===== config.mk =====
export PLATFORM = sky130hd
export DESIGN_NAME = modbus_rtu_response_checker_top
export DESIGN_NICKNAME = d
export VERILOG_FILES = /design/src/rtl/mbrc_pkg.sv /design/src/rtl/mbrc_crc.sv /design/src/rtl/mbrc_regs.sv /design/src/rtl/mbrc_frame.sv /design/src/rtl/modbus_rtu_response_checker_top.sv
export SDC_FILE = /design/constraint.sdc
export NUM_CORES = 1
export LEC_CHECK = 0
export CAP_MARGIN = 20
export CORE_MARGIN = 2
export CORE_UTILIZATION = 41
export CTS_CLUSTER_DIAMETER = 120
export DETAILED_ROUTE_END_ITERATION = 6
export DONT_BUFFER_PORTS = 1
export PLACE_DENSITY_LB_ADDON = 0.25
export SYNTH_ARGS = -nofsm -noshare
export SYNTH_HDL_FRONTEND = slang
export SYNTH_SLANG_ARGS = --single-unit

===== constraint.sdc =====
create_clock -name i_clk -period 4.97 [get_ports i_clk]
set_input_delay 1.491 -clock i_clk [delete_from_list [all_inputs] [get_ports i_clk]]
set_output_delay 1.491 -clock i_clk [all_outputs]
set_load 0.01 [all_outputs]

===== src/rtl/mbrc_pkg.sv =====
// Shared types, constants and helpers for the Modbus RTU response checker.
package mbrc_pkg;

    // Frame length limit and counter width
    localparam int unsigned POS_W = 9;
    localparam logic [POS_W-1:0] MAX_FRAME_BYTES = 9'd256;
    localparam logic [POS_W-1:0] WRITE_FRAME_BYTES = 9'd8;
    localparam logic [POS_W-1:0] MIN_FRAME_BYTES = 9'd3;
    localparam logic [POS_W-1:0] MIN_PDU_FRAME_BYTES = 9'd5;
    localparam logic [POS_W-1:0] PAYLOAD_START = 9'd5;
    localparam logic [15:0] CRC_INIT = 16'hFFFF;
    localparam logic [15:0] CRC_POLY = 16'hA001;
    localparam logic [6:0] FUNCTION_MASK = 7'd127;

    // Frame status codes
    typedef enum logic [3:0] {
        ST_OK         = 4'd0,
        ST_SHORT      = 4'd1,
        ST_CRC        = 4'd2,
        ST_ADDRESS    = 4'd3,
        ST_PDU_SHORT  = 4'd4,
        ST_FUNCTION   = 4'd5,
        ST_EXCEPTION  = 4'd6,
        ST_UNKNOWN    = 4'd7,
        ST_COUNT      = 4'd8,
        ST_WRITE_SIZE = 4'd9,
        ST_TOO_LONG   = 4'd10
    } t_status;

    // Configuration register contents
    typedef struct packed {
        logic [7:0] slave_address;
        logic [6:0] expected_function;
    } t_cfg;

    // One result word
    typedef struct packed {
        logic [7:0] data_byte;
        logic       data_valid;
        logic       frame_done;
        t_status    status;
        logic [7:0] exception_code;
    } t_result;

    function automatic logic is_read_code(input logic [7:0] f);
        return (f == 8'd1) || (f == 8'd2) || (f == 8'd3) || (f == 8'd4) || (f == 8'd23);
    endfunction

    function automatic logic is_write_code(input logic [7:0] f);
        return (f == 8'd5) || (f == 8'd6) || (f == 8'd15) || (f == 8'd16);
    endfunction

endpackage


===== src/rtl/mbrc_crc.sv =====
// Modbus CRC-16 update by one byte (reflected polynomial, eight bit steps).
module mbrc_crc (
    input  logic [15:0] i_crc,
    input  logic [7:0]  i_byte,
    output logic [15:0] o_crc
);
    import mbrc_pkg::*;

    // Eight shift/xor steps on a 16-bit value
    always_comb begin
        logic [15:0] c;
        c = i_crc ^ {8'd0, i_byte};
        for (int k = 0; k < 8; k++) begin
            if (c[0]) begin
                c = (c >> 1) ^ CRC_POLY;
            end else begin
                c = c >> 1;
            end
        end
        o_crc = c;
    end

endmodule


===== src/rtl/mbrc_regs.sv =====
// APB-style configuration registers: slave address and expected function.
module mbrc_regs (
    input  logic               i_clk,
    input  logic               i_rst_n,
    input  logic               psel,
    input  logic               penable,
    input  logic               pwrite,
    input  logic [2:0]         paddr,
    input  logic [31:0]        pwdata,
    output logic [31:0]        prdata,
    output logic               pready,
    output mbrc_pkg::t_cfg     o_cfg
);
    import mbrc_pkg::*;

    localparam logic REG_SLAVE_ADDRESS     = 1'b0;
    localparam logic REG_EXPECTED_FUNCTION = 1'b1;

    logic [7:0] r_slave_address;
    logic [6:0] r_expected_function;
    logic       wr_en;

    assign pready = 1'b1;
    assign wr_en  = psel && penable && pwrite;

    // Register writes
    always_ff @(posedge i_clk) begin
        if (!i_rst_n) begin
            r_slave_address     <= 8'd1;
            r_expected_function <= 7'd3;
        end else if (wr_en) begin
            case (paddr[2])
                REG_SLAVE_ADDRESS:     r_slave_address     <= pwdata[7:0];
                REG_EXPECTED_FUNCTION: r_expected_function <= pwdata[6:0];
                default: ;
            endcase
        end
    end

    // Read mux
    always_comb begin
        case (paddr[2])
            REG_SLAVE_ADDRESS:     prdata = {24'd0, r_slave_address};
            REG_EXPECTED_FUNCTION: prdata = {25'd0, r_expected_function};
            default:               prdata = 32'd0;
        endcase
    end

    assign o_cfg.slave_address     = r_slave_address;
    assign o_cfg.expected_function = r_expected_function;

endmodule


===== src/rtl/mbrc_frame.sv =====
// Per-frame state (position, CRC, two-byte delay, header bytes) and status decode.
module mbrc_frame (
    input  logic                i_clk,
    input  logic                i_rst_n,
    input  logic                i_accept,
    input  logic [7:0]          i_rx_byte,
    input  logic                i_frame_end,
    input  mbrc_pkg::t_cfg      i_cfg,
    output mbrc_pkg::t_result   o_result
);
    import mbrc_pkg::*;

    logic [POS_W-1:0] r_pos,   n_pos;
    logic [15:0]      r_crc,   n_crc;
    logic [7:0]       r_older, n_older;
    logic [7:0]       r_newer, n_newer;
    logic [7:0]       r_addr,  n_addr;
    logic [7:0]       r_func,  n_func;
    logic [7:0]       r_cnt,   n_cnt;

    logic [15:0] crc_upd;
    logic        overflow;
    logic [6:0]  fc;
    logic [9:0]  read_len;
    t_status     status;

    mbrc_crc u_crc (
        .i_crc  (r_crc),
        .i_byte (i_rx_byte),
        .o_crc  (crc_upd)
    );

    assign overflow = (r_pos >= MAX_FRAME_BYTES);

    // Frame state advance for this word (before end-of-frame clear)
    always_comb begin
        n_pos   = r_pos;
        n_crc   = r_crc;
        n_older = r_older;
        n_newer = r_newer;
        n_addr  = r_addr;
        n_func  = r_func;
        n_cnt   = r_cnt;
        if (!overflow) begin
            n_older = r_newer;
            n_newer = i_rx_byte;
            n_crc   = crc_upd;
            n_pos   = r_pos + 1'b1;
            if (r_pos == 9'd0) n_addr = i_rx_byte;
            if (r_pos == 9'd1) n_func = i_rx_byte;
            if (r_pos == 9'd2) n_cnt  = i_rx_byte;
        end
    end

    assign fc       = n_func[6:0] & FUNCTION_MASK;
    assign read_len = {2'd0, n_cnt} + 10'd5;

    // Status priority chain on the last byte
    always_comb begin
        if (overflow) begin
            status = ST_TOO_LONG;
        end else if (n_pos < MIN_FRAME_BYTES) begin
            status = ST_SHORT;
        end else if (n_crc != 16'd0) begin
            status = ST_CRC;
        end else if (n_addr != i_cfg.slave_address) begin
            status = ST_ADDRESS;
        end else if (n_pos < MIN_PDU_FRAME_BYTES) begin
            status = ST_PDU_SHORT;
        end else if (fc != i_cfg.expected_function) begin
            status = ST_FUNCTION;
        end else if (n_func[7] && (n_cnt != 8'd0)) begin
            status = ST_EXCEPTION;
        end else if (is_read_code({1'b0, fc})) begin
            status = ({1'b0, n_pos} != read_len) ? ST_COUNT : ST_OK;
        end else if (is_write_code({1'b0, fc})) begin
            status = (n_pos != WRITE_FRAME_BYTES) ? ST_WRITE_SIZE : ST_OK;
        end else begin
            status = ST_UNKNOWN;
        end
    end

    // Result word: payload forwarding and end-of-frame status
    always_comb begin
        o_result.data_valid     = !overflow && (r_pos >= PAYLOAD_START) && is_read_code(r_func);
        o_result.data_byte      = o_result.data_valid ? r_older : 8'd0;
        o_result.frame_done     = i_frame_end;
        o_result.status         = i_frame_end ? status : ST_OK;
        o_result.exception_code = (i_frame_end && (status == ST_EXCEPTION)) ? n_cnt : 8'd0;
    end

    // State registers; the last byte returns everything to idle values
    always_ff @(posedge i_clk) begin
        if (!i_rst_n) begin
            r_pos   <= '0;
            r_crc   <= CRC_INIT;
            r_older <= 8'd0;
            r_newer <= 8'd0;
            r_addr  <= 8'd0;
            r_func  <= 8'd0;
            r_cnt   <= 8'd0;
        end else if (i_accept) begin
            if (i_frame_end) begin
                r_pos   <= '0;
                r_crc   <= CRC_INIT;
                r_older <= 8'd0;
                r_newer <= 8'd0;
                r_addr  <= 8'd0;
                r_func  <= 8'd0;
                r_cnt   <= 8'd0;
            end else begin
                r_pos   <= n_pos;
                r_crc   <= n_crc;
                r_older <= n_older;
                r_newer <= n_newer;
                r_addr  <= n_addr;
                r_func  <= n_func;
                r_cnt   <= n_cnt;
            end
        end
    end

endmodule


===== src/rtl/modbus_rtu_response_checker_top.sv =====
// Top level of the Modbus RTU response checker: config port, frame logic, output register.
//
//   channel  | direction | handshake               | word
//   ---------+-----------+-------------------------+-------------------------------------
//   input    | in        | i_in_valid / o_in_stall | i_rx_byte, i_frame_end
//   result   | out       | o_out_valid/ i_out_stall| o_data_byte, o_data_valid,
//            |           |                         | o_frame_done, o_status, o_exception_code
//   config   | in        | APB psel/penable/pready | paddr, pwdata, prdata
//
// Each accepted byte yields one registered result word; one byte per cycle unless stalled.
// The CRC step and the status decode sit between the frame state and the output register.
// Reset (synchronous, active low) clears the frame state and the output register valid.
// o_in_stall is high only while a result word is held and the downstream side stalls.
module modbus_rtu_response_checker_top (
    input  logic        i_clk,
    input  logic        i_rst_n,
    input  logic        i_in_valid,
    output logic        o_in_stall,
    input  logic [7:0]  i_rx_byte,
    input  logic        i_frame_end,
    output logic        o_out_valid,
    input  logic        i_out_stall,
    output logic [7:0]  o_data_byte,
    output logic        o_data_valid,
    output logic        o_frame_done,
    output logic [3:0]  o_status,
    output logic [7:0]  o_exception_code,
    input  logic        psel,
    input  logic        penable,
    input  logic        pwrite,
    input  logic [2:0]  paddr,
    input  logic [31:0] pwdata,
    output logic [31:0] prdata,
    output logic        pready
);
    import mbrc_pkg::*;

    t_cfg    cfg;
    t_result result;
    t_result r_out;
    logic    r_out_valid;
    logic    in_accept;

    assign o_in_stall = r_out_valid && i_out_stall;
    assign in_accept  = i_in_valid && !o_in_stall;

    mbrc_regs u_regs (
        .i_clk   (i_clk),
        .i_rst_n (i_rst_n),
        .psel    (psel),
        .penable (penable),
        .pwrite  (pwrite),
        .paddr   (paddr),
        .pwdata  (pwdata),
        .prdata  (prdata),
        .pready  (pready),
        .o_cfg   (cfg)
    );

    mbrc_frame u_frame (
        .i_clk       (i_clk),
        .i_rst_n     (i_rst_n),
        .i_accept    (in_accept),
        .i_rx_byte   (i_rx_byte),
        .i_frame_end (i_frame_end),
        .i_cfg       (cfg),
        .o_result    (result)
    );

    // Output register valid
    always_ff @(posedge i_clk) begin
        if (!i_rst_n) begin
            r_out_valid <= 1'b0;
        end else if (in_accept) begin
            r_out_valid <= 1'b1;
        end else if (!i_out_stall) begin
            r_out_valid <= 1'b0;
        end
    end

    // Output register payload
    always_ff @(posedge i_clk) begin
        if (in_accept) begin
            r_out <= result;
        end
    end

    assign o_out_valid      = r_out_valid;
    assign o_data_byte      = r_out.data_byte;
    assign o_data_valid     = r_out.data_valid;
    assign o_frame_done     = r_out.frame_done;
    assign o_status         = r_out.status;
    assign o_exception_code = r_out.exception_code;

endmodule


# Yosys cells after proc, flatten, opt, wreduce, memory -nomap -nowiden
# Index checks and enable logic that the tools add are counted.
# W data, S select, Z words.
# totals
register_bits,103
input_bits,51
output_inout_bits,57
wordCells,120
# op_classes
add_sub_neg,2
n_lt_le_gt_ge,4
n_eq_ne,23
muxes,39
bitwise_logic,10
reduce_logical,27
# op_table
cell,n
$mux W16,10
$mux W8,13
$pmux W32 S2,1
$mux W4,11
$not A2 Y3,8
$eq A7 B3 Y1 const B,3
$mux W9,2
$eq A8 B2 Y1 const B,2
$reduce_bool A16 Y1,1
$xor A16 B8 Y16,1
$eq A7 B2 Y1 const B,2
$eq A7 B5 Y1 const B,2
$logic_or A1 B1 Y1,11
$ne A9 B10 Y1,1
$add A8 B3 Y9 const B,1
$add A9 B1 Y9 const B,1
$eq A9 B1 Y1 const B,1
$eq A9 B2 Y1 const B,1
$ge A9 B3 Y1 const B,1
$ge A9 B9 Y1 const B,1
$logic_not A9 Y1,1
$lt A9 B2 Y1 const B,1
$lt A9 B3 Y1 const B,1
$ne A9 B4 Y1 const B,1
16 further kinds,27

# Longest topological paths before layout
# Gate-level depths: netlist (run 1).
# logic_depth
ltp_word,24
depth_mapped,13
mapped_depth_nobuf,12

# Cells and area by module
# From an unflattened synthesis (run 1), not the netlist that was laid out.
# hier_totals
hier_cells,694
hier_area_um2,6243.5
# modules_own_cells
module,instances,cells_per_inst,area_each_um2,seq_area_each_um2
mbrc_frame,1,546,4371.7,1301.2
mbrc_regs,1,96,917.1,300.3
modbus_rtu_response_checker_top,1,26,703.2,680.7
mbrc_crc,1,26,251.5,0.0

# Worst setup path before layout (run 1)
# Ideal clock, no wire load.
# synth_timing
kind,input -> register
start,input port i_rx_byte[0]
end,"register r_out (netlist bit o_status[3]), data pin"
setup_time_ns,0.257
t_arrival_ns,3.605
t_required_ns,4.713
slack_ns,1.108
stages,9
n_path_buf,1
path_cell_list,clkbuf_1 mux2_2 ha_1 a211oi_1 nand2b_1 a211oi_1 a211oi_1 or4_1 a32o_1
# synth_via
elab_chain_cells,15
word_cells_on_any_way,55
classes_between,add/sub (1); eq/ne (12); mux (25); bitwise (7); reduce/logical (10)
# synth_lines
element,line_no,rtl
start: declaration,modbus_rtu_response_checker_top.sv:19,"input logic [7:0] i_rx_byte,"
branches (longest 12 deep; another with $add A8 B3 Y9),-,
$mux W4 (*),mbrc_frame.sv:64,end else if (n_crc != 16'd0) begin
$mux W4 (*),mbrc_frame.sv:62,end else if (n_pos < MIN_FRAME_BYTES) begin
$mux W4 (*),mbrc_frame.sv:60,if (overflow) begin
end signal: assignment,modbus_rtu_response_checker_top.sv:84,r_out <= result;
end: declaration,modbus_rtu_response_checker_top.sv:40,t_result r_out;
# Mark *: on every way between the ends.
# A chain may end at the register's enable or synchronous reset.

# Worst setup path after layout (run 1)
# layout_timing
start,register u_frame.r_pos[2]
end,"register r_out (netlist bit o_status[3]), data pin"
# layout_via
elab_chain_cells,16
word_cells_on_any_way,50
classes_between,add/sub (2); order compare (3); eq/ne (15); mux (19); reduce/logical (11)
# layout_lines
element,line_no,rtl
start: declaration,mbrc_frame.sv:13,"logic [POS_W-1:0] r_pos, n_pos;"
start signal: assignment,mbrc_frame.sv:112,r_pos <= n_pos;
branches (longest 15 deep; another with $ge A9 B9 Y1),-,
$mux W4 (*),mbrc_frame.sv:60,
# Marked as above.

==> results of run 1 <==
layout make-up:
type | count | area share
Clock inverter | 6 | 0.00945
Inverter | 22 | 0.0125
Tap cell | 188 | 0.0355
Timing Repair Buffer | 12 | 0.0136
Multi-Input combinational cell | 558 | 0.547
Sequential cell | 103 | 0.345
Clock buffer | 10 | 0.0378
kinds of logic after synthesis:
logic type / Yosys count / share of synthesized area
AOI/OAI and AO/OA: 170 / 0.185
xor gates and xnor gates: 54 / 0.0774
adders and majority gates: 5 / 0.00995
buffers and inverters: 95 / 0.0754
DFF: 103 / 0.363
muxes: 29 / 0.0489
other: 2 / 0.00119
and+or+nand+nor: 275 / 0.239
flip-flops by register name, indices dropped and copies added (netlist names):
name and count:
o_data_byte 8, u_frame.r_newer 8, u_regs.r_slave_address 8, u_frame.r_addr 8
o_data_valid 1, o_exception_code 8, u_frame.r_pos 9, o_frame_done 1
o_out_valid 1, o_status 4, u_frame.r_func 8, u_frame.r_older 8
u_frame.r_cnt 8, u_frame.r_crc 16, u_regs.r_expected_function 7
cells in the final DEF (no fill, tap or decap), types with 4 or more instances in the layout:
master                      count
sky130_fd_sc_hd__nand4_1        9
sky130_fd_sc_hd__a21boi_0      15
sky130_fd_sc_hd__nor2b_1       50
sky130_fd_sc_hd__a22oi_1       43
sky130_fd_sc_hd__conb_1        25
sky130_fd_sc_hd__o21ai_0       24
sky130_fd_sc_hd__and2_1        16
sky130_fd_sc_hd__buf_4         12
sky130_fd_sc_hd__or3_1          8
sky130_fd_sc_hd__ha_1           5
sky130_fd_sc_hd__edfxtp_1      22
sky130_fd_sc_hd__and3_1        10
sky130_fd_sc_hd__o211ai_1       5
sky130_fd_sc_hd__xnor2_1       33
sky130_fd_sc_hd__nor2_1        33
sky130_fd_sc_hd__o31ai_1        7
sky130_fd_sc_hd__nand2_1       72
sky130_fd_sc_hd__nand2b_1       6
sky130_fd_sc_hd__or4_1          4
sky130_fd_sc_hd__a21oi_1       19
sky130_fd_sc_hd__nor4_1         8
sky130_fd_sc_hd__a211oi_1       7
sky130_fd_sc_hd__nor3_1        19
sky130_fd_sc_hd__nand3_1       15
sky130_fd_sc_hd__clkbuf_16     10
sky130_fd_sc_hd__dfxtp_1       81
sky130_fd_sc_hd__o22ai_1       19
sky130_fd_sc_hd__xor2_1        20
sky130_fd_sc_hd__mux2i_1       18
sky130_fd_sc_hd__a31oi_1        5
sky130_fd_sc_hd__mux2_2        10
sky130_fd_sc_hd__inv_1         21
how the worst max path moves through the flow:
stage,to,start,depth (start not counted)
after CTS,o_status[3],u_frame.r_pos[2],10
final,o_status[3],u_frame.r_pos[2],10
after detailed placement,o_status[3],i_rx_byte[1],9
after global routing,o_status[3],u_frame.r_pos[2],10
after floorplan,o_status[3],i_rx_byte[0],9
after global placement,o_status[3],i_rx_byte[1],9
worst max-delay path, stage by stage (launching register included):
cell and delay [ns]:
sky130_fd_sc_hd__dfxtp_1 0.34, sky130_fd_sc_hd__nor4_4 0.57, sky130_fd_sc_hd__and3_1 0.52, sky130_fd_sc_hd__mux2_2 0.45, sky130_fd_sc_hd__ha_1 0.25, sky130_fd_sc_hd__a211oi_1 0.46
sky130_fd_sc_hd__nand2b_1 0.12, sky130_fd_sc_hd__a211oi_1 0.25, sky130_fd_sc_hd__a211oi_1 0.07, sky130_fd_sc_hd__or4_1 0.57, sky130_fd_sc_hd__a32o_1 0.27
layer usage:
layer,part of all wire,vias up,wire length [um],global-route usage
met2,0.44,219,7270,0.310
met4,0.026,0,430,0.0782
met3,0.081,41,1340,0.0601
met5,0,-,0,0
li1,-,2520,-,-
met1,0.45,2498,7540,0.281
per-stage QoR:
| step | power (uW) | std cells | setup WS, ns |
|---|---|---|---|
| after floorplan | 1150 | 756 | 1.11 |
| after global placement | 1170 | 883 | 0.880 |
| after detailed placement | 1170 | 883 | 0.842 |
| after CTS | 1900 | 899 | 0.864 |
| after global routing | 1960 | 899 | 0.623 |
| final | 1880 | 899 | 0.853 |
power by group through the flow:
stage / clock network (uW) / registers [uW] / logic (uW)
floorplan: 0 / 920 / 235
global placement: 0 / 926 / 242
detailed placement: 0 / 927 / 244
CTS: 752 / 907 / 246
global route: 777 / 911 / 272
finish: 730 / 908 / 245
==> flow_metrics.py, run 1 <==
metrics = {
    "outcome": {
        "outcome": "completed",
    },
    "die": {
        "ios": 108,
        "placementRows": 45,
        "die_area_mm2": 0.0163,
        "placeableCoreArea_mm2": 0.0151,
        "initial_utilization": 0.417,
        "floorplan.die.height_um": 128,
        "chipWidth_um": 128,
    },
    "finish": {
        "antenna_cells_inserted": 0,
        "final_layout_size_suffix_gt1_frac": 0.0745,
        "final_area_mm2": 0.00662,
        "final-seq-area_mm2": 0.00228,
        "nFillCells": 1487,
        "final_net_count": 762,
        "layout.core_utilization": 0.439,
        "area_growth_pct": 5.29,
        "area_used_by_multi_input_combinational_logic_mm2": 0.00362,
    },
    "hold_path": {
        "min_from": "u_frame.r_older[6]",
        "timing.hold.worst_path_depth": 2,
        "holdCritPathClass": "flop to flop",
        "min_delay_worst_endpoint": "u_frame.r_older[6]",
    },
    "yosys": {
        "edff_count_synth": 22,
        "synth.area.top_cells": "sky130_fd_sc_hd__dfxtp_1 (26%), sky130_fd_sc_hd__edfxtp_1 (11%), sky130_fd_sc_hd__a22oi_1 (5.1%)",
        "synthDominantAreaCellType": "sky130_fd_sc_hd__dfxtp_1",
        "ys_dominant_reg_cell": "sky130_fd_sc_hd__dfxtp_1",
        "yosysWarningCount": 0,
        "synth_commonest_cells": "sky130_fd_sc_hd__dfxtp_1 (81), sky130_fd_sc_hd__nand2_1 (72), sky130_fd_sc_hd__nor2b_1 (50)",
        "synth.avg_cell_area_um2": 8.58,
        "synth_sequential_area_ratio": 0.363,
        "synth_top_area_share": 0.258,
        "synthMostInstantiatedCell": "sky130_fd_sc_hd__dfxtp_1",
        "syn_area_mm2": 0.00629,
        "netlist_instances": 733,
        "ys_types": 67,
        "flops_latches_synth": 103,
        "fraction_of_registers_with_async_set_or_reset_after_synthesis": 0,
    },
    "route": {
        "dr_total_vias": 5278,
        "overall_routed_net_length_um": 16600,
        "vias_per_cell": 5.87,
        "ant_nets": 0,
        "drt_pre_antenna_iters": 5,
        "number_of_drc_markers_after_the_initial_detailed_route_iteration": 528,
        "avgRoutedWirePerCell_um": 18.4,
        "remaining_drc_errors": 0,
    },
    "place": {
        "dpl.hpwl_um": 11800,
        "port_buffers": 0,
        "place.gp.congestion": 0.903,
        "placed_area_mm2": 0.00631,
    },
    "clocking": {
        "skew_pair_late_insertion_delay_ns": 0.37,
        "post_cts_hold_buffer_count": 0,
        "tritoncts": "done",
        "tritoncts.num_buffers": 9,
        "clock-sinks": 103,
        "clk_transition_reported_paths_ns": 0.07,
        "number_of_setup_buffers_added_after_cts": 0,
        "ctsHtreeMaxLevel": 3,
        "cts-root-buf": "sky130_fd_sc_hd__clkbuf_16",
        "maximum_count_of_clock_buffers_along_a_single_path": 2,
        "cts_resized": 0,
    },
    "grt": {
        "overflow": 0,
        "largest_net_degree_at_the_start_of_global_routing": 82,
        "global_route_wire_length_before_repair_um": 26300,
        "grt_usage": 0.206,
        "antenna_found_initial": 0,
        "vias_in_the_first_global_route": 4787,
    },
    "worst_setup_path": {
        "setup.reg_to_reg.worst_slack_ns": 0.85,
        "r2r-start": "u_frame.r_pos[2]",
        "criticalPathCategory": "flop to flop",
        "reg2regPathDepth": 10,
        "worst_r2r_endpoint": "o_status[3]",
        "cp_data_arrival_time_ns": 4.23,
        "worst-endpoint-required_ns": 5.09,
        "critPathCaptureType": "flop",
        "worst_setup_path_start_kind": "flop",
        "crit_path_max_fanout": 9,
    },
    "timing": {
        "setup_tns_ns": 0,
        "fmax_mhz": 243,
        "slew_at_the_pin_closest_to_its_max_slew_limit_ns": 1.09,
        "hold_viol_final": 0,
        "rsz0062_at_grt": "false",
        "final_min_period_over_clock_period": 0.828,
        "time_the_worst_path_needs_with_i_o_delays_and_setup_ns": 4.12,
        "max-slew-margin-rel": 0.269,
        "final.setup_skew_ns": 0.00810,
        "worst_hold_slack_ns": 0.521,
        "slew_viol_final": 0,
        "setup_viol_count_final": 0,
    },
    "power": {
        "combPwrFrac": 0.130,
        "pwr_density_cell_mw_per_mm2": 284,
        "switchingPower_uw": 512,
        "cellInternalPower_uw": 1370,
        "cellLeakagePower_uw": 0.00236,
        "pwr-share-clk": 0.388,
        "ir_drop_mv": 0.164,
        "sw_frac_of_total": 0.272,
        "sequentialPowerShare": 0.482,
    },
    "run": {
        "max-cap-violations": 0,
    },
}
(Power assumes the default switching activity.)
==> inputs of run 2 (changes only) <==
--- a/config.mk
+++ b/config.mk
@@ -5,6 +5,7 @@
 export SDC_FILE = /design/constraint.sdc
 export NUM_CORES = 1
 export LEC_CHECK = 0
+export ABC_AREA = 1
 export CAP_MARGIN = 20
 export CORE_MARGIN = 2
 export CORE_UTILIZATION = 41
==> constraint.sdc (replaced) <==
create_clock -name i_clk -period 3.7 [get_ports i_clk]
set_input_delay 1.11 -clock i_clk [delete_from_list [all_inputs] [get_ports i_clk]]
set_output_delay 1.11 -clock i_clk [all_outputs]
set_load 0.01 [all_outputs]
==> run 2 against run 1 <==
Cell count grew 29%. First-iteration DRC count shrank 27%. Hold slack lost 0.055 ns. Via count grew 10%. Total power grew 38%. Setup slack lost 0.14 ns. Synthesized cell count grew 34%. Die area grew 0.71%. Clock power grew 44%. Maximum frequency grew 38%. Non-clock buffer count shrank 4. Largest cell class unchanged.
==> flow_metrics.py, run 2 <==
metrics = {
    "timing": {
        "hold_viol_final": 0,
        "time_the_worst_path_needs_with_i_o_delays_and_setup_ns": 2.99,
        "fmax_mhz": 334,
        "final_critical_path_setup_slack_ns": 0.710,
        "slew_viol_final": 0,
        "setup_viol_count_final": 0,
        "slew_at_the_pin_closest_to_its_max_slew_limit_ns": 0.603,
        "setup_tns_ns": 0,
        "max-slew-margin-rel": 0.594,
        "worst_hold_slack_ns": 0.465,
        "final_min_period_over_clock_period": 0.808,
        "rsz0062_at_grt": "false",
        "final.setup_skew_ns": 0.0102,
    },
    "finish": {
        "final_net_count": 1027,
        "max_flop_register": "u_frame.r_crc",
        "top_regs": "u_frame.r_crc x16, u_frame.r_pos x9",
        "layout.cells.most_common_list": "sky130_fd_sc_hd__nand2_1 (355), sky130_fd_sc_hd__inv_1 (116), sky130_fd_sc_hd__dfxtp_1 (81)",
        "final_layout_size_suffix_gt1_frac": 0.0717,
        "largest_register_ffs": 16,
        "area_used_by_multi_input_combinational_logic_mm2": 0.00335,
        "area_growth_pct": 6.26,
        "final-seq-area_mm2": 0.00228,
        "layout.core_utilization": 0.445,
        "mostFrequentLayoutCell": "sky130_fd_sc_hd__nand2_1",
        "antenna_cells_inserted": 0,
        "nFillCells": 1595,
    },
    "yosys": {
        "synth_commonest_cells": "sky130_fd_sc_hd__nand2_1 (355), sky130_fd_sc_hd__inv_1 (116), sky130_fd_sc_hd__dfxtp_1 (81)",
        "synth.avg_cell_area_um2": 6.44,
        "netlist_instances": 984,
        "syn_area_mm2": 0.00634,
        "synth_compound_area_frac": 0.118,
        "fraction_of_registers_with_async_set_or_reset_after_synthesis": 0,
        "ys_types": 44,
        "synth.area.top_cells": "sky130_fd_sc_hd__dfxtp_1 (26%), sky130_fd_sc_hd__nand2_1 (21%), sky130_fd_sc_hd__edfxtp_1 (10%)",
        "synth.area.mux_share": 0,
        "synthMostInstantiatedCell": "sky130_fd_sc_hd__nand2_1",
        "synth-xor-area-share": 0.00968,
        "ys_dominant_reg_cell": "sky130_fd_sc_hd__dfxtp_1",
        "synth-simple-area-share": 0.375,
        "edff_count_synth": 22,
        "synth_fa_ha_area_frac": 0.00987,
        "synth_top_area_share": 0.256,
        "flops_latches_synth": 103,
        "yosysWarningCount": 0,
        "main_combinational_cell_family_by_area_after_synthesis": "simple AND/OR/NAND/NOR gates",
        "synthDominantAreaCellType": "sky130_fd_sc_hd__dfxtp_1",
        "synth_sequential_area_ratio": 0.360,
    },
    "hold_path": {
        "holdCritPathClass": "flop to flop",
    },
    "clocking": {
        "clk_transition_reported_paths_ns": 0.08,
        "tritoncts": "done",
        "cts-root-buf": "sky130_fd_sc_hd__clkbuf_16",
        "cts_resized": 0,
        "tritoncts.num_buffers": 9,
        "post_cts_hold_buffer_count": 0,
        "ctsHtreeMaxLevel": 3,
        "number_of_setup_buffers_added_after_cts": 0,
        "skew_pair_late_insertion_delay_ns": 0.36,
        "maximum_count_of_clock_buffers_along_a_single_path": 2,
        "clock-sinks": 103,
    },
    "die": {
        "ios": 108,
        "placeableCoreArea_mm2": 0.0151,
        "chipWidth_um": 128,
        "die_area_mm2": 0.0165,
        "placementRows": 45,
        "initial_utilization": 0.418,
        "floorplan.die.height_um": 128,
    },
    "route": {
        "overall_routed_net_length_um": 15700,
        "vias_per_cell": 5.01,
        "avgRoutedWirePerCell_um": 13.4,
        "dr_total_vias": 5831,
        "number_of_drc_markers_after_the_initial_detailed_route_iteration": 388,
        "drt_pre_antenna_iters": 5,
        "ant_nets": 0,
        "remaining_drc_errors": 0,
    },
    "power": {
        "cellLeakagePower_uw": 0.00311,
        "pwr_density_cell_mw_per_mm2": 387,
        "ir_drop_mv": 0.220,
    },
    "place": {
        "place.gp.congestion": 0.852,
        "dpl.hpwl_um": 11200,
        "post-place-ws_ns": 0.470,
        "port_buffers": 0,
    },
    "grt": {
        "largest_net_degree_at_the_start_of_global_routing": 49,
        "overflow": 0,
        "antenna_found_initial": 0,
        "grt_usage": 0.197,
        "vias_in_the_first_global_route": 5116,
        "global_route_wire_length_before_repair_um": 25800,
    },
    "worst_setup_path": {
        "criticalPathCategory": "flop to flop",
        "crit_path_max_fanout": 9,
        "worst_setup_path_start_kind": "flop",
        "cp_data_arrival_time_ns": 3.08,
        "critPathCaptureType": "flop",
        "worst-endpoint-required_ns": 3.79,
    },
    "run": {
        "max-cap-violations": 0,
    },
    "outcome": {
        "outcome": "completed",
    },
}
[run 2: changes by cell type after synthesis, sizes merged, moves of 40 or more]
cell   before  now
nand2      72  365
inv        22  122
nand3      15   83
nor2       33   84
nor2b      50    0
a21oi      19   63
a22oi      43    3
[run 2: logic make-up (layout without fill, tap and decap cells)]
group,after synthesis,count (layout)
other,2,25
AND/OR/NAND/NOR,549,549
buffers and inverters,180,149
adder cells (fa/ha/maj),5,5
XOR/XNOR,7,7
AO/OA/AOI/OAI,138,138
flip-flops,103,103
[run 2: final cells by class]
cell class | instances | share of cell area
Sequential cell | 103 | 0.339
Timing Repair Buffer | 8 | 0.00892
Clock buffer | 10 | 0.0372
Inverter | 125 | 0.0701
Multi-Input combinational cell | 724 | 0.498
Clock inverter | 6 | 0.0123
Tap cell | 188 | 0.0349
[run 2: worst paths after layout]
| check | start | endpoint | slack, ns | depth (start not counted) |
|---|---|---|---|---|
| setup / recovery | u_frame.r_pos[0] | o_status[3] | 0.71 | 17 |
| hold / removal | u_frame.r_older[5] | u_frame.r_older[5] | 0.47 | 2 |
| setup reg to reg | u_frame.r_pos[0] | o_status[3] | 0.71 | 17 |
| hold reg to reg | u_frame.r_older[5] | u_frame.r_older[5] | 0.47 | 2 |
[run 2: metal layers]
metal,GRT usage,wire [um],vias up
met1,0.278,7550,2589
met4,0.0582,173,0
met5,0,0,-
met2,0.305,6810,180
li1,-,-,3047
met3,0.0388,1120,15
[run 2: worst max-delay path, stage by stage, from the launching register on]
cell and delay [ns]:
sky130_fd_sc_hd__dfxtp_1 0.45, sky130_fd_sc_hd__inv_1 0.12, sky130_fd_sc_hd__ha_1 0.24, sky130_fd_sc_hd__nand3_2 0.10
sky130_fd_sc_hd__nor2_4 0.06, sky130_fd_sc_hd__o21ai_0 0.48, sky130_fd_sc_hd__inv_1 0.12, sky130_fd_sc_hd__ha_1 0.31
sky130_fd_sc_hd__xnor2_1 0.15, sky130_fd_sc_hd__nand2_1 0.07, sky130_fd_sc_hd__nor2_1 0.08, sky130_fd_sc_hd__nand2_1 0.06
sky130_fd_sc_hd__nor2_1 0.10, sky130_fd_sc_hd__nand2_1 0.05, sky130_fd_sc_hd__nor2_1 0.08, sky130_fd_sc_hd__nand3_1 0.10
sky130_fd_sc_hd__nand3_1 0.10, sky130_fd_sc_hd__a21oi_1 0.08
[run 2: power by group]
group	internal (uW)	switching, uW
Sequential	1180	26.3
Clock	582	473
Combinational	98.0	243
Total	1860	742
[run 2: per-stage QoR]
| stage | instance area [um2] | total power (uW) | cells |
|---|---|---|---|
| finish | 6730 | 2610 | 1164 |
| global route | 6730 | 2730 | 1164 |
| floorplan | 6420 | 1520 | 1007 |
| global placement | 6400 | 1570 | 1148 |
| CTS | 6730 | 2630 | 1164 |
| detailed placement | 6400 | 1580 | 1148 |
==> inputs of run 3 (changes only) <==
==> constraint.sdc (replaced) <==
create_clock -name i_clk -period 3.06 [get_ports i_clk]
set_input_delay 0.918 -clock i_clk [delete_from_list [all_inputs] [get_ports i_clk]]
set_output_delay 0.918 -clock i_clk [all_outputs]
set_load 0.01 [all_outputs]
==> run 3 against run 2 <==
Maximum frequency rose by 10%. Total power rose by 20%. Wire length fell by 1.1%. Setup slack got worse by 0.36 ns. Final area rose by 1.7%. Critical path type unchanged. Largest cell class unchanged. Largest power group unchanged.
==> flow_metrics.py, run 3 (same netlist as run 2, synthesis figures left out) <==
metrics = {
    "place": {
        "dpl.hpwl_um": 11300,
        "placed_area_mm2": 0.00651,
        "place.gp.congestion": 0.865,
        "port_buffers": 0,
    },
    "timing": {
        "time_the_worst_path_needs_with_i_o_delays_and_setup_ns": 2.71,
        "slew_viol_final": 0,
        "fmax_mhz": 369,
        "final_min_period_over_clock_period": 0.885,
        "setup_viol_count_final": 0,
        "worst_hold_slack_ns": 0.465,
        "slew_at_the_pin_closest_to_its_max_slew_limit_ns": 0.507,
        "setup_tns_ns": 0,
        "max-slew-margin-rel": 0.662,
        "rsz0062_at_grt": "false",
        "hold_viol_final": 0,
        "final.setup_skew_ns": 0.00988,
    },
    "die": {
        "chipWidth_um": 128,
        "floorplan.die.height_um": 128,
        "initial_utilization": 0.418,
        "die_area_mm2": 0.0165,
        "ios": 108,
        "placeableCoreArea_mm2": 0.0151,
        "placementRows": 45,
    },
    "worst_setup_path": {
        "crit_path_max_fanout": 8,
        "critPathCaptureType": "flop",
        "setup.reg_to_reg.worst_slack_ns": 0.35,
        "worst_setup_path_start_kind": "flop",
        "worst-endpoint-required_ns": 3.16,
        "cp_data_arrival_time_ns": 2.81,
        "criticalPathCategory": "flop to flop",
    },
    "hold_path": {
        "holdCritPathClass": "flop to flop",
    },
    "route": {
        "vias_per_cell": 4.90,
        "remaining_drc_errors": 0,
        "overall_routed_net_length_um": 15500,
        "drt_pre_antenna_iters": 5,
        "number_of_drc_markers_after_the_initial_detailed_route_iteration": 405,
        "ant_nets": 0,
        "avgRoutedWirePerCell_um": 13.1,
        "dr_total_vias": 5777,
    },
    "outcome": {
        "outcome": "completed",
    },
    "finish": {
        "layout.cells.most_common_list": "sky130_fd_sc_hd__nand2_1 (355), sky130_fd_sc_hd__inv_1 (116), sky130_fd_sc_hd__dfxtp_1 (81)",
        "final_area_mm2": 0.00685,
        "max_flop_register": "u_frame.r_crc",
        "largest_register_ffs": 16,
        "final_layout_size_suffix_gt1_frac": 0.0848,
        "final_net_count": 1041,
        "antenna_cells_inserted": 0,
        "layout.core_utilization": 0.452,
        "mostFrequentLayoutCell": "sky130_fd_sc_hd__nand2_1",
        "area_growth_pct": 8.04,
        "top_regs": "u_frame.r_crc x16, u_frame.r_pos x9",
    },
    "grt": {
        "global_route_wire_length_before_repair_um": 25600,
        "largest_net_degree_at_the_start_of_global_routing": 44,
        "overflow": 0,
        "vias_in_the_first_global_route": 4982,
        "antenna_found_initial": 0,
        "grt_usage": 0.196,
    },
    "clocking": {
        "tritoncts": "done",
        "ctsHtreeMaxLevel": 3,
        "clock-sinks": 103,
        "cts-root-buf": "sky130_fd_sc_hd__clkbuf_16",
        "skew_pair_late_insertion_delay_ns": 0.36,
        "post_cts_hold_buffer_count": 0,
        "clk_transition_reported_paths_ns": 0.07,
        "maximum_count_of_clock_buffers_along_a_single_path": 2,
        "tritoncts.num_buffers": 9,
    },
    "power": {
        "pwr_density_cell_mw_per_mm2": 455,
        "cellLeakagePower_uw": 0.00318,
        "ir_drop_mv": 0.278,
        "finalPower_uw": 3110,
    },
    "run": {
        "max-cap-violations": 0,
    },
}
[run 3: repair_timing]
| item | in CTS | in global routing |
|---|---|---|
| resized for setup | 0 | 0 |
| setup buffers | 0 | 1 |
| endpoints found under the hold margin | 0 | 0 |
| setup endpoints to repair | 0 | 8 |
[run 3: final timing paths]
path	start	endpoint	cells past startpoint
worst max-delay path	u_frame.r_pos[0]	o_exception_code[2]	21
worst min-delay path	u_frame.r_older[3]	u_frame.r_older[3]	2
worst max register to register	u_frame.r_pos[0]	o_exception_code[2]	21
worst min register to register	u_frame.r_older[3]	u_frame.r_older[3]	2
[run 3: metrics by stage]
stage | worst slack, ns | instances
after floorplan | 0.417 | 1007
after global placement | 0.152 | 1161
after detailed placement | 0.156 | 1161
after CTS | 0.316 | 1177
after global routing | 0.0279 | 1178
final | 0.353 | 1178
[run 3: layout make-up]
type	count	area, um2
timing repair buffer	22	190
sequential	103	2280
fill	1611	8300
inverter	125	472
clock inverter	6	76.3
multi-input combinational	724	3350
clock buffer	10	239
tap	188	235
[run 3: where the power goes]
| part | total (uW) | internal [uW] | switching [uW] |
|---|---|---|---|
| clock | 1230 | 670 | 556 |
| sequential | 1460 | 1430 | 31.8 |
| combinational | 425 | 130 | 295 |
[run 3: routing by layer]
layer,vias to the layer above,global-route usage,share of wire
met5,-,0,0
met2,151,0.294,0.43
li1,3062,-,-
met1,2548,0.288,0.50
met3,16,0.0334,0.058
met4,0,0.0595,0.015
[run 3: critical path, stage by stage (launching register included)]
cell,delay [ns]
sky130_fd_sc_hd__dfxtp_1,0.37
sky130_fd_sc_hd__inv_1,0.12
sky130_fd_sc_hd__ha_1,0.19
sky130_fd_sc_hd__inv_1,0.05
sky130_fd_sc_hd__nor2_1,0.12
sky130_fd_sc_hd__nand2_2,0.15
sky130_fd_sc_hd__nand2_1,0.09
sky130_fd_sc_hd__nand2_1,0.09
sky130_fd_sc_hd__inv_1,0.18
sky130_fd_sc_hd__nand2_1,0.08
sky130_fd_sc_hd__nor2_1,0.14
sky130_fd_sc_hd__nand2_1,0.08
sky130_fd_sc_hd__nand2_1,0.12
sky130_fd_sc_hd__inv_2,0.05
sky130_fd_sc_hd__nor2_1,0.09
sky130_fd_sc_hd__nand2_1,0.05
sky130_fd_sc_hd__nand2_1,0.05
sky130_fd_sc_hd__nand2_1,0.06
sky130_fd_sc_hd__nand2_1,0.06
sky130_fd_sc_hd__nand2_1,0.11
sky130_fd_sc_hd__nand2_4,0.17
sky130_fd_sc_hd__nor2_2,0.04
